==> src/hw/rtl/cbq_pkg.sv <==
// Types, constants and rounding functions of the biquad cascade.
package cbq_pkg;

  localparam int unsigned CBQ_NUM_STAGES = 8;
  localparam int unsigned CBQ_COEFS      = 5;
  localparam int unsigned CBQ_ACC_W      = 42;
  localparam int unsigned CBQ_COEF_W     = 16;
  localparam int unsigned CBQ_DLY_W      = 24;
  localparam int unsigned CBQ_SMP_W      = 16;

  localparam logic CBQ_ACT_SAMPLE = 1'b0;
  localparam logic CBQ_ACT_COEF   = 1'b1;

  localparam logic [2:0] CBQ_SLOT_B0 = 3'd0;
  localparam logic [2:0] CBQ_SLOT_B1 = 3'd1;
  localparam logic [2:0] CBQ_SLOT_B2 = 3'd2;
  localparam logic [2:0] CBQ_SLOT_A1 = 3'd3;
  localparam logic [2:0] CBQ_SLOT_A2 = 3'd4;

  localparam logic [2:0] CBQ_OP_A1 = 3'd0;
  localparam logic [2:0] CBQ_OP_A2 = 3'd1;
  localparam logic [2:0] CBQ_OP_B0 = 3'd2;
  localparam logic [2:0] CBQ_OP_B1 = 3'd3;
  localparam logic [2:0] CBQ_OP_B2 = 3'd4;

  localparam logic [2:0] CBQ_FETCH_LAST = 3'd5;

  localparam logic signed [CBQ_ACC_W-1:0] CBQ_HALF_W = CBQ_ACC_W'(8192);
  localparam logic signed [CBQ_ACC_W-1:0] CBQ_HALF_Y = CBQ_ACC_W'(524288);
  localparam logic signed [CBQ_ACC_W-1:0] CBQ_W_MAX  = CBQ_ACC_W'(8388607);
  localparam logic signed [CBQ_ACC_W-1:0] CBQ_W_MIN  = CBQ_ACC_W'(-8388608);
  localparam logic signed [CBQ_ACC_W-1:0] CBQ_Y_MAX  = CBQ_ACC_W'(32767);
  localparam logic signed [CBQ_ACC_W-1:0] CBQ_Y_MIN  = CBQ_ACC_W'(-32768);

  typedef struct packed {
    logic                        action;
    logic signed [CBQ_SMP_W-1:0] sample_in;
    logic                        block_end;
    logic [2:0]                  stage_select;
    logic [2:0]                  coef_slot;
    logic signed [CBQ_COEF_W-1:0] coef_value;
  } cbq_in_t;

  typedef struct packed {
    logic signed [CBQ_SMP_W-1:0] sample_out;
    logic                        clipped;
    logic                        block_end_out;
  } cbq_out_t;

  typedef struct packed {
    logic load;
    logic start;
    logic sub;
  } cbq_mac_cmd_t;

  typedef struct packed {
    logic                        clip;
    logic signed [CBQ_DLY_W-1:0] val;
  } cbq_w_t;

  typedef struct packed {
    logic                        clip;
    logic signed [CBQ_SMP_W-1:0] val;
  } cbq_y_t;

  typedef enum logic [3:0] {
    ST_IDLE,
    ST_FETCH,
    ST_MAC_GO,
    ST_MAC_RUN,
    ST_RND_W,
    ST_RND_Y,
    ST_WB_W1,
    ST_WB_W2,
    ST_OUT
  } cbq_state_e;

  // Round the w sum to Q3.21 and saturate.
  function automatic cbq_w_t cbq_round_w(input logic signed [CBQ_ACC_W-1:0] acc);
    logic signed [CBQ_ACC_W-1:0] t;
    cbq_w_t r;
    t = (acc + CBQ_HALF_W) >>> 14;
    if (t > CBQ_W_MAX) begin
      r.clip = 1'b1;
      r.val  = CBQ_W_MAX[CBQ_DLY_W-1:0];
    end else if (t < CBQ_W_MIN) begin
      r.clip = 1'b1;
      r.val  = CBQ_W_MIN[CBQ_DLY_W-1:0];
    end else begin
      r.clip = 1'b0;
      r.val  = t[CBQ_DLY_W-1:0];
    end
    return r;
  endfunction

  // Round the y sum to Q1.15 and saturate.
  function automatic cbq_y_t cbq_round_y(input logic signed [CBQ_ACC_W-1:0] acc);
    logic signed [CBQ_ACC_W-1:0] t;
    cbq_y_t r;
    t = (acc + CBQ_HALF_Y) >>> 20;
    if (t > CBQ_Y_MAX) begin
      r.clip = 1'b1;
      r.val  = CBQ_Y_MAX[CBQ_SMP_W-1:0];
    end else if (t < CBQ_Y_MIN) begin
      r.clip = 1'b1;
      r.val  = CBQ_Y_MIN[CBQ_SMP_W-1:0];
    end else begin
      r.clip = 1'b0;
      r.val  = t[CBQ_SMP_W-1:0];
    end
    return r;
  endfunction

endpackage

==> src/hw/rtl/cascaded_biquad_iir_filter_unit.sv <==
// Cascade of direct-form-II biquad sections sharing one bit-serial MAC.
//
// Input channel (in_valid_i / in_stall_o / in_word_i): a word with action
// coefficient writes one of b0, b1, b2, a1, a2 of one stage and does not
// stall; writes to a stage at or past NUM_STAGES or a slot above a2 drop.
// A sample word runs through every stage in turn and yields one output word.
// Output channel (out_valid_o / out_stall_i / out_word_o): the filtered
// sample, a clip flag (any delay or stage output saturated) and the copy of
// block_end. The output sits in a register, so a new word is taken while a
// finished result still waits on a stalled receiver.
// Sequence: each stage fetches its five coefficients and two delays, then
// runs five bit-serial multiplies, rounds twice and writes back two
// delays; the pace is set by the one-bit-per-cycle MAC. The input stalls
// from the moment a sample is taken until its result is loaded into the
// output register, so a new sample or coefficient write waits until then.
// Reset clears all coefficients and delays to zero through per-entry valid
// bits; the block takes words right after reset. A stalled receiver holds
// the last result and keeps the next sample waiting in its final state.
module cascaded_biquad_iir_filter_unit #(
  parameter int unsigned NUM_STAGES = cbq_pkg::CBQ_NUM_STAGES
) (
  input  logic              clk_i,
  input  logic              rst_ni,
  input  logic              in_valid_i,
  output logic              in_stall_o,
  input  cbq_pkg::cbq_in_t  in_word_i,
  output logic              out_valid_o,
  input  logic              out_stall_i,
  output cbq_pkg::cbq_out_t out_word_o
);

  localparam int unsigned SW     = (NUM_STAGES > 1) ? $clog2(NUM_STAGES) : 1;
  localparam int unsigned CDEPTH = NUM_STAGES * cbq_pkg::CBQ_COEFS;
  localparam int unsigned CAW    = $clog2(CDEPTH);
  localparam int unsigned DDEPTH = 2 * NUM_STAGES;
  localparam int unsigned DAW    = $clog2(DDEPTH);

  cbq_pkg::cbq_state_e state_q, state_d;

  logic [SW-1:0] stage_q;
  logic [2:0]    fcnt_q;
  logic [2:0]    op_q;
  logic          in_acc;
  logic          smp_acc;

  // coefficient memory
  logic signed [cbq_pkg::CBQ_COEF_W-1:0] coef_mem [CDEPTH];
  logic [CDEPTH-1:0]                     coef_vld_q;
  logic signed [cbq_pkg::CBQ_COEF_W-1:0] coef_rd_q;
  logic                                  coef_rdv_q;
  logic                                  coef_we;
  logic                                  coef_re;
  logic [CAW-1:0]                        coef_waddr;
  logic [CAW-1:0]                        coef_raddr;

  // delay memory
  logic signed [cbq_pkg::CBQ_DLY_W-1:0] dly_mem [DDEPTH];
  logic [DDEPTH-1:0]                    dly_vld_q;
  logic signed [cbq_pkg::CBQ_DLY_W-1:0] dly_rd_q;
  logic                                 dly_rdv_q;
  logic                                 dly_re;
  logic                                 dly_we;
  logic                                 dly_wsel;
  logic [DAW-1:0]                       dly_raddr;
  logic [DAW-1:0]                       dly_waddr;
  logic signed [cbq_pkg::CBQ_DLY_W-1:0] dly_wdata;

  // per-stage working registers
  logic signed [cbq_pkg::CBQ_COEF_W-1:0] coef_q [cbq_pkg::CBQ_COEFS];
  logic signed [cbq_pkg::CBQ_DLY_W-1:0]  w_q, w1_q, w2_q;
  logic signed [cbq_pkg::CBQ_SMP_W-1:0]  x_q;
  logic                                  clip_q;
  logic                                  bend_q;
  logic signed [cbq_pkg::CBQ_COEF_W-1:0] coef_val;
  logic signed [cbq_pkg::CBQ_DLY_W-1:0]  dly_val;

  // MAC interface
  cbq_pkg::cbq_mac_cmd_t                 mac_cmd;
  logic signed [cbq_pkg::CBQ_ACC_W-1:0]  mac_load;
  logic signed [cbq_pkg::CBQ_COEF_W-1:0] mac_coef;
  logic signed [cbq_pkg::CBQ_DLY_W-1:0]  mac_mcand;
  logic                                  mac_sub;
  logic                                  mac_busy;
  logic signed [cbq_pkg::CBQ_ACC_W-1:0]  mac_acc;
  logic signed [cbq_pkg::CBQ_ACC_W-1:0]  x_ext;

  cbq_pkg::cbq_w_t rnd_w;
  cbq_pkg::cbq_y_t rnd_y;

  logic              out_valid_q;
  logic              out_load;
  cbq_pkg::cbq_out_t out_q;

  assign in_stall_o = (state_q != cbq_pkg::ST_IDLE);
  assign in_acc     = in_valid_i && !in_stall_o;
  assign smp_acc    = in_acc && (in_word_i.action == cbq_pkg::CBQ_ACT_SAMPLE);

  // Drop writes that point past the last stage or the last slot.
  assign coef_we = in_acc && (in_word_i.action == cbq_pkg::CBQ_ACT_COEF) &&
                   (int'(in_word_i.stage_select) < int'(NUM_STAGES)) &&
                   (in_word_i.coef_slot <= cbq_pkg::CBQ_SLOT_A2);
  assign coef_waddr = CAW'(6'({in_word_i.stage_select, 2'b00}) +
                           6'(in_word_i.stage_select) + 6'(in_word_i.coef_slot));
  assign coef_raddr = CAW'((SW+3)'({stage_q, 2'b00}) + (SW+3)'(stage_q) +
                           (SW+3)'(fcnt_q));
  assign dly_raddr  = DAW'({stage_q, fcnt_q[0]});
  assign dly_waddr  = DAW'({stage_q, dly_wsel});
  assign dly_wdata  = dly_wsel ? w1_q : w_q;

  // Entries never written read as zero.
  assign coef_val = coef_rdv_q ? coef_rd_q : '0;
  assign dly_val  = dly_rdv_q ? dly_rd_q : '0;

  always_ff @(posedge clk_i) begin
    if (coef_we) begin
      coef_mem[coef_waddr] <= in_word_i.coef_value;
    end
    if (coef_re) begin
      coef_rd_q <= coef_mem[coef_raddr];
    end
  end

  always_ff @(posedge clk_i) begin
    if (dly_we) begin
      dly_mem[dly_waddr] <= dly_wdata;
    end
    if (dly_re) begin
      dly_rd_q <= dly_mem[dly_raddr];
    end
  end

  always_ff @(posedge clk_i or negedge rst_ni) begin
    if (!rst_ni) begin
      coef_vld_q <= '0;
      dly_vld_q  <= '0;
      coef_rdv_q <= 1'b0;
      dly_rdv_q  <= 1'b0;
    end else begin
      if (coef_we) begin
        coef_vld_q[coef_waddr] <= 1'b1;
      end
      if (dly_we) begin
        dly_vld_q[dly_waddr] <= 1'b1;
      end
      if (coef_re) begin
        coef_rdv_q <= coef_vld_q[coef_raddr];
      end
      if (dly_re) begin
        dly_rdv_q <= dly_vld_q[dly_raddr];
      end
    end
  end

  // Pick MAC operands for the current product.
  always_comb begin
    mac_coef  = coef_q[cbq_pkg::CBQ_SLOT_A1];
    mac_mcand = w1_q;
    mac_sub   = 1'b1;
    unique case (op_q)
      cbq_pkg::CBQ_OP_A1: begin
        mac_coef  = coef_q[cbq_pkg::CBQ_SLOT_A1];
        mac_mcand = w1_q;
        mac_sub   = 1'b1;
      end
      cbq_pkg::CBQ_OP_A2: begin
        mac_coef  = coef_q[cbq_pkg::CBQ_SLOT_A2];
        mac_mcand = w2_q;
        mac_sub   = 1'b1;
      end
      cbq_pkg::CBQ_OP_B0: begin
        mac_coef  = coef_q[cbq_pkg::CBQ_SLOT_B0];
        mac_mcand = w_q;
        mac_sub   = 1'b0;
      end
      cbq_pkg::CBQ_OP_B1: begin
        mac_coef  = coef_q[cbq_pkg::CBQ_SLOT_B1];
        mac_mcand = w1_q;
        mac_sub   = 1'b0;
      end
      cbq_pkg::CBQ_OP_B2: begin
        mac_coef  = coef_q[cbq_pkg::CBQ_SLOT_B2];
        mac_mcand = w2_q;
        mac_sub   = 1'b0;
      end
      default: begin
        mac_coef  = '0;
        mac_mcand = '0;
        mac_sub   = 1'b0;
      end
    endcase
  end

  // The stage input enters the w sum at scale 2^20.
  assign x_ext = cbq_pkg::CBQ_ACC_W'(x_q);
  assign rnd_w = cbq_pkg::cbq_round_w(mac_acc);
  assign rnd_y = cbq_pkg::cbq_round_y(mac_acc);

  always_comb begin
    state_d  = state_q;
    mac_cmd  = '0;
    mac_load = '0;
    coef_re  = 1'b0;
    dly_re   = 1'b0;
    dly_we   = 1'b0;
    dly_wsel = 1'b0;
    out_load = 1'b0;
    unique case (state_q)
      cbq_pkg::ST_IDLE: begin
        if (smp_acc) begin
          state_d = cbq_pkg::ST_FETCH;
        end
      end
      cbq_pkg::ST_FETCH: begin
        coef_re = (fcnt_q < cbq_pkg::CBQ_SLOT_A2 + 3'd1);
        dly_re  = (fcnt_q < 3'd2);
        if (fcnt_q == cbq_pkg::CBQ_FETCH_LAST) begin
          mac_cmd.load = 1'b1;
          mac_load     = x_ext <<< 20;
          state_d      = cbq_pkg::ST_MAC_GO;
        end
      end
      cbq_pkg::ST_MAC_GO: begin
        mac_cmd.start = 1'b1;
        mac_cmd.sub   = mac_sub;
        state_d       = cbq_pkg::ST_MAC_RUN;
      end
      cbq_pkg::ST_MAC_RUN: begin
        if (!mac_busy) begin
          priority if (op_q == cbq_pkg::CBQ_OP_A2) begin
            state_d = cbq_pkg::ST_RND_W;
          end else if (op_q == cbq_pkg::CBQ_OP_B2) begin
            state_d = cbq_pkg::ST_RND_Y;
          end else begin
            state_d = cbq_pkg::ST_MAC_GO;
          end
        end
      end
      cbq_pkg::ST_RND_W: begin
        // Clear the accumulator for the y sum.
        mac_cmd.load = 1'b1;
        mac_load     = '0;
        state_d      = cbq_pkg::ST_MAC_GO;
      end
      cbq_pkg::ST_RND_Y: begin
        state_d = cbq_pkg::ST_WB_W1;
      end
      cbq_pkg::ST_WB_W1: begin
        dly_we   = 1'b1;
        dly_wsel = 1'b0;
        state_d  = cbq_pkg::ST_WB_W2;
      end
      cbq_pkg::ST_WB_W2: begin
        dly_we   = 1'b1;
        dly_wsel = 1'b1;
        if (stage_q == SW'(NUM_STAGES - 1)) begin
          state_d = cbq_pkg::ST_OUT;
        end else begin
          state_d = cbq_pkg::ST_FETCH;
        end
      end
      cbq_pkg::ST_OUT: begin
        // Hold until the output register is free.
        if (!out_valid_q || !out_stall_i) begin
          out_load = 1'b1;
          state_d  = cbq_pkg::ST_IDLE;
        end
      end
      default: begin
        state_d = cbq_pkg::ST_IDLE;
      end
    endcase
  end

  always_ff @(posedge clk_i or negedge rst_ni) begin
    if (!rst_ni) begin
      state_q     <= cbq_pkg::ST_IDLE;
      stage_q     <= '0;
      fcnt_q      <= '0;
      op_q        <= cbq_pkg::CBQ_OP_A1;
      out_valid_q <= 1'b0;
    end else begin
      state_q <= state_d;
      if (smp_acc) begin
        stage_q <= '0;
        fcnt_q  <= '0;
      end else if (state_q == cbq_pkg::ST_FETCH) begin
        fcnt_q <= fcnt_q + 3'd1;
        if (fcnt_q == cbq_pkg::CBQ_FETCH_LAST) begin
          op_q <= cbq_pkg::CBQ_OP_A1;
        end
      end else if (state_q == cbq_pkg::ST_MAC_RUN && !mac_busy &&
                   op_q != cbq_pkg::CBQ_OP_A2 && op_q != cbq_pkg::CBQ_OP_B2) begin
        op_q <= op_q + 3'd1;
      end else if (state_q == cbq_pkg::ST_RND_W) begin
        op_q <= cbq_pkg::CBQ_OP_B0;
      end else if (state_q == cbq_pkg::ST_WB_W2) begin
        // Advance to the next stage.
        fcnt_q <= '0;
        if (stage_q != SW'(NUM_STAGES - 1)) begin
          stage_q <= stage_q + 1'b1;
        end
      end
      if (out_load) begin
        out_valid_q <= 1'b1;
      end else if (!out_stall_i) begin
        out_valid_q <= 1'b0;
      end
    end
  end

  // Datapath registers.
  always_ff @(posedge clk_i) begin
    if (smp_acc) begin
      x_q    <= in_word_i.sample_in;
      bend_q <= in_word_i.block_end;
      clip_q <= 1'b0;
    end
    if (state_q == cbq_pkg::ST_FETCH && fcnt_q != 3'd0) begin
      coef_q[fcnt_q - 3'd1] <= coef_val;
      if (fcnt_q == 3'd1) begin
        w1_q <= dly_val;
      end
      if (fcnt_q == 3'd2) begin
        w2_q <= dly_val;
      end
    end
    if (state_q == cbq_pkg::ST_RND_W) begin
      w_q <= rnd_w.val;
      if (rnd_w.clip) begin
        clip_q <= 1'b1;
      end
    end
    if (state_q == cbq_pkg::ST_RND_Y) begin
      x_q <= rnd_y.val;
      if (rnd_y.clip) begin
        clip_q <= 1'b1;
      end
    end
    if (out_load) begin
      out_q.sample_out    <= x_q;
      out_q.clipped       <= clip_q;
      out_q.block_end_out <= bend_q;
    end
  end

  cbq_mac u_mac (
    .clk_i      (clk_i),
    .rst_ni     (rst_ni),
    .cmd_i      (mac_cmd),
    .load_val_i (mac_load),
    .coef_i     (mac_coef),
    .mcand_i    (mac_mcand),
    .busy_o     (mac_busy),
    .acc_o      (mac_acc)
  );

  assign out_valid_o = out_valid_q;
  assign out_word_o  = out_q;

endmodule

==> src/hw/rtl/cbq_mac.sv <==
// Bit-serial multiply-accumulate unit, one coefficient bit per cycle.
module cbq_mac (
  input  logic                                   clk_i,
  input  logic                                   rst_ni,
  input  cbq_pkg::cbq_mac_cmd_t                  cmd_i,
  input  logic signed [cbq_pkg::CBQ_ACC_W-1:0]   load_val_i,
  input  logic signed [cbq_pkg::CBQ_COEF_W-1:0]  coef_i,
  input  logic signed [cbq_pkg::CBQ_DLY_W-1:0]   mcand_i,
  output logic                                   busy_o,
  output logic signed [cbq_pkg::CBQ_ACC_W-1:0]   acc_o
);

  localparam int unsigned CW = $clog2(cbq_pkg::CBQ_COEF_W);

  logic signed [cbq_pkg::CBQ_ACC_W-1:0] acc_q, acc_d;
  logic signed [cbq_pkg::CBQ_ACC_W-1:0] mc_q, mc_d;
  logic [cbq_pkg::CBQ_COEF_W-1:0]       bits_q, bits_d;
  logic [CW-1:0]                        cnt_q, cnt_d;
  logic                                 busy_q, busy_d;
  logic                                 sub_q, sub_d;
  logic                                 last;
  logic                                 neg;

  assign last = (cnt_q == CW'(cbq_pkg::CBQ_COEF_W - 1));
  // The top coefficient bit carries negative weight.
  assign neg  = sub_q ^ last;

  always_comb begin
    acc_d  = acc_q;
    mc_d   = mc_q;
    bits_d = bits_q;
    cnt_d  = cnt_q;
    busy_d = busy_q;
    sub_d  = sub_q;
    if (cmd_i.load) begin
      acc_d = load_val_i;
    end
    if (cmd_i.start) begin
      mc_d   = cbq_pkg::CBQ_ACC_W'(mcand_i);
      bits_d = coef_i;
      cnt_d  = '0;
      busy_d = 1'b1;
      sub_d  = cmd_i.sub;
    end else if (busy_q) begin
      if (bits_q[0]) begin
        acc_d = neg ? (acc_q - mc_q) : (acc_q + mc_q);
      end
      mc_d   = mc_q <<< 1;
      bits_d = bits_q >> 1;
      cnt_d  = cnt_q + 1'b1;
      if (last) begin
        busy_d = 1'b0;
      end
    end
  end

  always_ff @(posedge clk_i or negedge rst_ni) begin
    if (!rst_ni) begin
      busy_q <= 1'b0;
      cnt_q  <= '0;
      sub_q  <= 1'b0;
    end else begin
      busy_q <= busy_d;
      cnt_q  <= cnt_d;
      sub_q  <= sub_d;
    end
  end

  always_ff @(posedge clk_i) begin
    acc_q  <= acc_d;
    mc_q   <= mc_d;
    bits_q <= bits_d;
  end

  assign busy_o = busy_q;
  assign acc_o  = acc_q;

endmodule

==> config.mk <==
export PLATFORM = sky130hd
export DESIGN_NAME = cascaded_biquad_iir_filter_unit
export DESIGN_NICKNAME = d
export VERILOG_FILES = /design/src/hw/rtl/cbq_pkg.sv /design/src/hw/rtl/cascaded_biquad_iir_filter_unit.sv /design/src/hw/rtl/cbq_mac.sv
export SDC_FILE = /design/constraint.sdc
export NUM_CORES = 2
export LEC_CHECK = 0
export ABC_AREA = 0
export BUFFER_PORTS_ARGS = -buffer_cell sky130_fd_sc_hd__buf_2
export CAP_MARGIN = 20
export CORE_MARGIN = 2
export CORE_UTILIZATION = 35
export DETAILED_ROUTE_END_ITERATION = 7
export MAX_ROUTING_LAYER = met4
export PLACE_DENSITY = 0.49
export SLEW_MARGIN = 20
export SYNTH_ARGS = -nofsm -noshare
export SYNTH_HDL_FRONTEND = slang
export SYNTH_HIERARCHICAL = 1
export SYNTH_SLANG_ARGS = --single-unit
==> constraint.sdc <==
create_clock -name clk_i -period 12.3 [get_ports clk_i]
set_input_delay 1.845 -clock clk_i [delete_from_list [all_inputs] [get_ports clk_i]]
set_output_delay 1.845 -clock clk_i [all_outputs]
set_load 0.05 [all_outputs]
==> flow_summary_export.csv <==
group,metric,value,unit
status,status,"completed",
logic_synthesis,async_reset_ff_share,5.45,%
global_route,grt_usage,18.6,%
logic_synthesis,yosysSeqAreaShare,70.4,%
floorplan,die_w,418,um
logic_synthesis,synth_cell_type_count,80,
final_layout,final_net_count,3679,
detailed_routing,ant_nets,0,
logic_synthesis,synth-edff-count,1309,
floorplan,fp.dieArea,174000,sq um
pwr,clkPwrFrac,25.7,%
detailed_routing,drt_iter0_drc,2898,
floorplan,ios,64,
floorplan,fp.coreArea,170000,sq um
timing,finalCritPeriodShare,42.5,%
clock_network,cts_buffer_depth,3,
worst_setup_path,worst-r2r-setup-slack,7.07,ns
floorplan,die_y,418,um
floorplan,start_util,35.3,%
clock_network,cts_setup_buffers,0,
run,cap_viol_max_count,0,
logic_synthesis,postSynthCellCount,3428,
timing,finClkSkew,0.0327,ns
timing,fmax,191,MHz
pwr,p_sw_share,35.8,%
detailed_routing,post_drt_wl_per_cell,26.6,um
clock_network,cts_tree,"done",
final_layout,fillers,15300,
worst_setup_path,critPathMaxFanout,6,
placement,postPlaceCellArea,63200,sq um
worst_setup_path,crit_type,"reg2reg",
logic_synthesis,synth.avg_cell_area,17.5,sq um
final_layout,syn_to_final_growth,14.2,%
detailed_routing,first_pass_iters,6,
pwr,combPwrFrac,38.8,%
final_layout,seq_area,42100,sq um
timing,finalHoldViolations,0,
final_layout,drive_gt1_share,24.0,%
timing,slew_violations,0,
final_layout,fin_area,68300,sq um
global_route,grt_pass1_wl,230,mm
worst_setup_path,critPathLaunchType,"flip-flop",
clock_network,htreeDepth,4,
pwr,internal_power,11.5,mW
logic_synthesis,syn_area,59800,sq um
global_route,gr-total-overflow,0,
timing,tightestPinTransition,1.13,ns
placement,port_buffers,63,
worst_setup_path,endpoint_kind,"flip-flop",
global_route,grt_pass1_vias,32400,
pwr,seqPwrFrac,35.4,%
logic_synthesis,synth_top_flop_cell,"edfxtp_1",
detailed_routing,vias_per_cell,5.36,
timing,final.setup.tns,0,ns
worst_setup_path,cp.arrival,5.93,ns
clock_network,clock_latency,0.80,ns
detailed_routing,routed_wl,157,mm
timing,finalSetupViolations,0,
final_layout,mostFrequentLayoutCells,"1309 x edfxtp_1, 329 x mux4_2, 204 x nand2_1, 158 x clkbuf_16, 120 x o21ai_0",
clock_network,cts_buffers,156,
pwr,p_per_area,262,nW/um^2
worst_setup_path,worstPathRequired,12.99,ns
clock_network,cts_hold_buf,0,
min_path,hold_path.class,"reg2reg",
pwr,p_leak,22.4,nW
clock_network,cts_sinks,1430,
clock_network,path_clk_slew,0.06,ns
placement,dp_hpwl,95.9,mm
timing,rsz0062_at_grt,"false",
logic_synthesis,yosys_warnings,6,
pwr,p_sw,6.43,mW
pwr,vdd_drop_max,0.211,mV
clock_network,postCtsResizedCells,0,
timing,max_slew_margin,25.0,%
global_route,grt_antenna_before_repair,9,
global_route,grt_max_degree,77,
final_layout,multi_input_area,17200,sq um
floorplan,fp-row-count,151,
timing,hold_slack,0.421,ns
logic_synthesis,synth-seq-cells,1430,
clock_network,clockRootBuffer,"clkbuf_16",
detailed_routing,route.detailed.drc,0,
final_layout,final_common_cell,"edfxtp_1",
timing,min_period,5.23,ns
detailed_routing,dr_total_vias,31700,
placement,gp_congestion,0.829,
power groups by stage:
stage,Combinational [mW],Sequential (mW),Clock (mW)
floorplan,5.02,6.19,0
global placement,7.03,6.46,0
detailed placement,7.02,6.46,0
CTS,7.06,6.36,4.73
global route,7.57,6.40,4.91
finish,6.97,6.35,4.62
through the flow:
step	setup slack [ns]	utilization, %	std cells	total power, mW
after global placement	6.32	37.2	5618	13.5
after detailed placement	6.85	37.2	5619	13.5
final	7.07	40.3	5916	17.9
after CTS	7.12	40.2	5910	18.1
after floorplan	7.53	-	3447	11.2
after global routing	6.73	40.3	5914	18.9
cells in the mapped netlist, types with 39 or more instances:
library cell / instances / share of area, %
mux2i_1: 45 / 0.75
or2_2: 66 / 0.69
nand3_1: 53 / 0.44
nor2_1: 150 / 0.94
xnor2_1: 91 / 1.3
ha_1: 67 / 1.4
clkbuf_1: 113 / 0.71
nor2b_1: 45 / 0.47
edfxtp_1: 1309 / 66
mux4_2: 329 / 12
inv_1: 65 / 0.41
mux2_2: 39 / 0.73
buf_2: 39 / 0.33
o21ai_0: 123 / 1.0
nand2_1: 204 / 1.3
and2_1: 64 / 0.67
dfrtp_1: 78 / 3.3
a21oi_1: 93 / 0.78
dfxtp_1: 43 / 1.4
worst max-delay path, stage by stage, from the launching register on:
cell and delay, ns:
edfxtp_1 0.44, or4_4 0.55, or3_4 0.37, nor4_1 0.67, nor2_1 0.11, xnor2_1 0.16, ha_1 0.36, a21oi_1 0.24
o221a_2 0.23, nand2_1 0.05, nor3_1 0.56, nor4_1 0.21, a31oi_1 0.39, o21ai_0 0.20, or4_1 0.41, and3_1 0.17
sequential cells by signal, indices dropped and copies added, names as in the netlist, 18 cells and up:
register,flops
w2_q,24
dly_mem,384
dly_rd_q,24
out_word_o,18
coef_q,80
u_mac/acc_o,42
coef_vld_q,40
w1_q,24
coef_mem,640
w_q,24
u_mac/mc_q,42
layer usage:
metal	track usage, %	part of all wire (%)	routed length [um]
met3	3.12	4.9	7670
met2	29.0	48	75000
met5	-	0	0
met4	4.83	2.3	3570
met1	25.5	45	70900
cells by family after synthesis:
group           count (synthesis)  share of synthesized area (%)
buf+inv                       243                           1.65
mux                           413                           13.9
other cells                     1                        0.00627
simple gates                  717                           6.01
xor+xnor                      126                           1.84
fa+ha+maj                      72                           1.57
compound gates                426                           4.67
flops                        1430                           70.4
final cells by class:
| type | count | share of cell area [%] |
|---|---|---|
| well taps | 2218 | 4.06 |
| repair buffers | 136 | 1.30 |
| clock inverters | 78 | 1.16 |
| flip-flops and latches | 1430 | 61.7 |
| clock buffers | 213 | 6.26 |
| multi-input cells | 1774 | 25.2 |
| inverters | 65 | 0.357 |
| diodes | 2 | 0.00733 |
worst paths after layout:
kind,startpoint,to,cells past startpoint
worst max-delay path,u_mac/mc_q[14]$_DFFE_PP_,u_mac/acc_o[38]$_DFF_P_,15
worst min-delay path,bend_q$_DFFE_PP_,out_word_o[0]$_DFFE_PP_,0
worst max register to register,u_mac/mc_q[14]$_DFFE_PP_,u_mac/acc_o[38]$_DFF_P_,15
worst min register to register,bend_q$_DFFE_PP_,out_word_o[0]$_DFFE_PP_,0
max in group asynchronous,rst_ni,fcnt_q[0]$_DFFE_PN0P_,2
min in group asynchronous,rst_ni,coef_vld_q[25]$_DFFE_PN0P_,1
(Power assumes the default switching activity.)
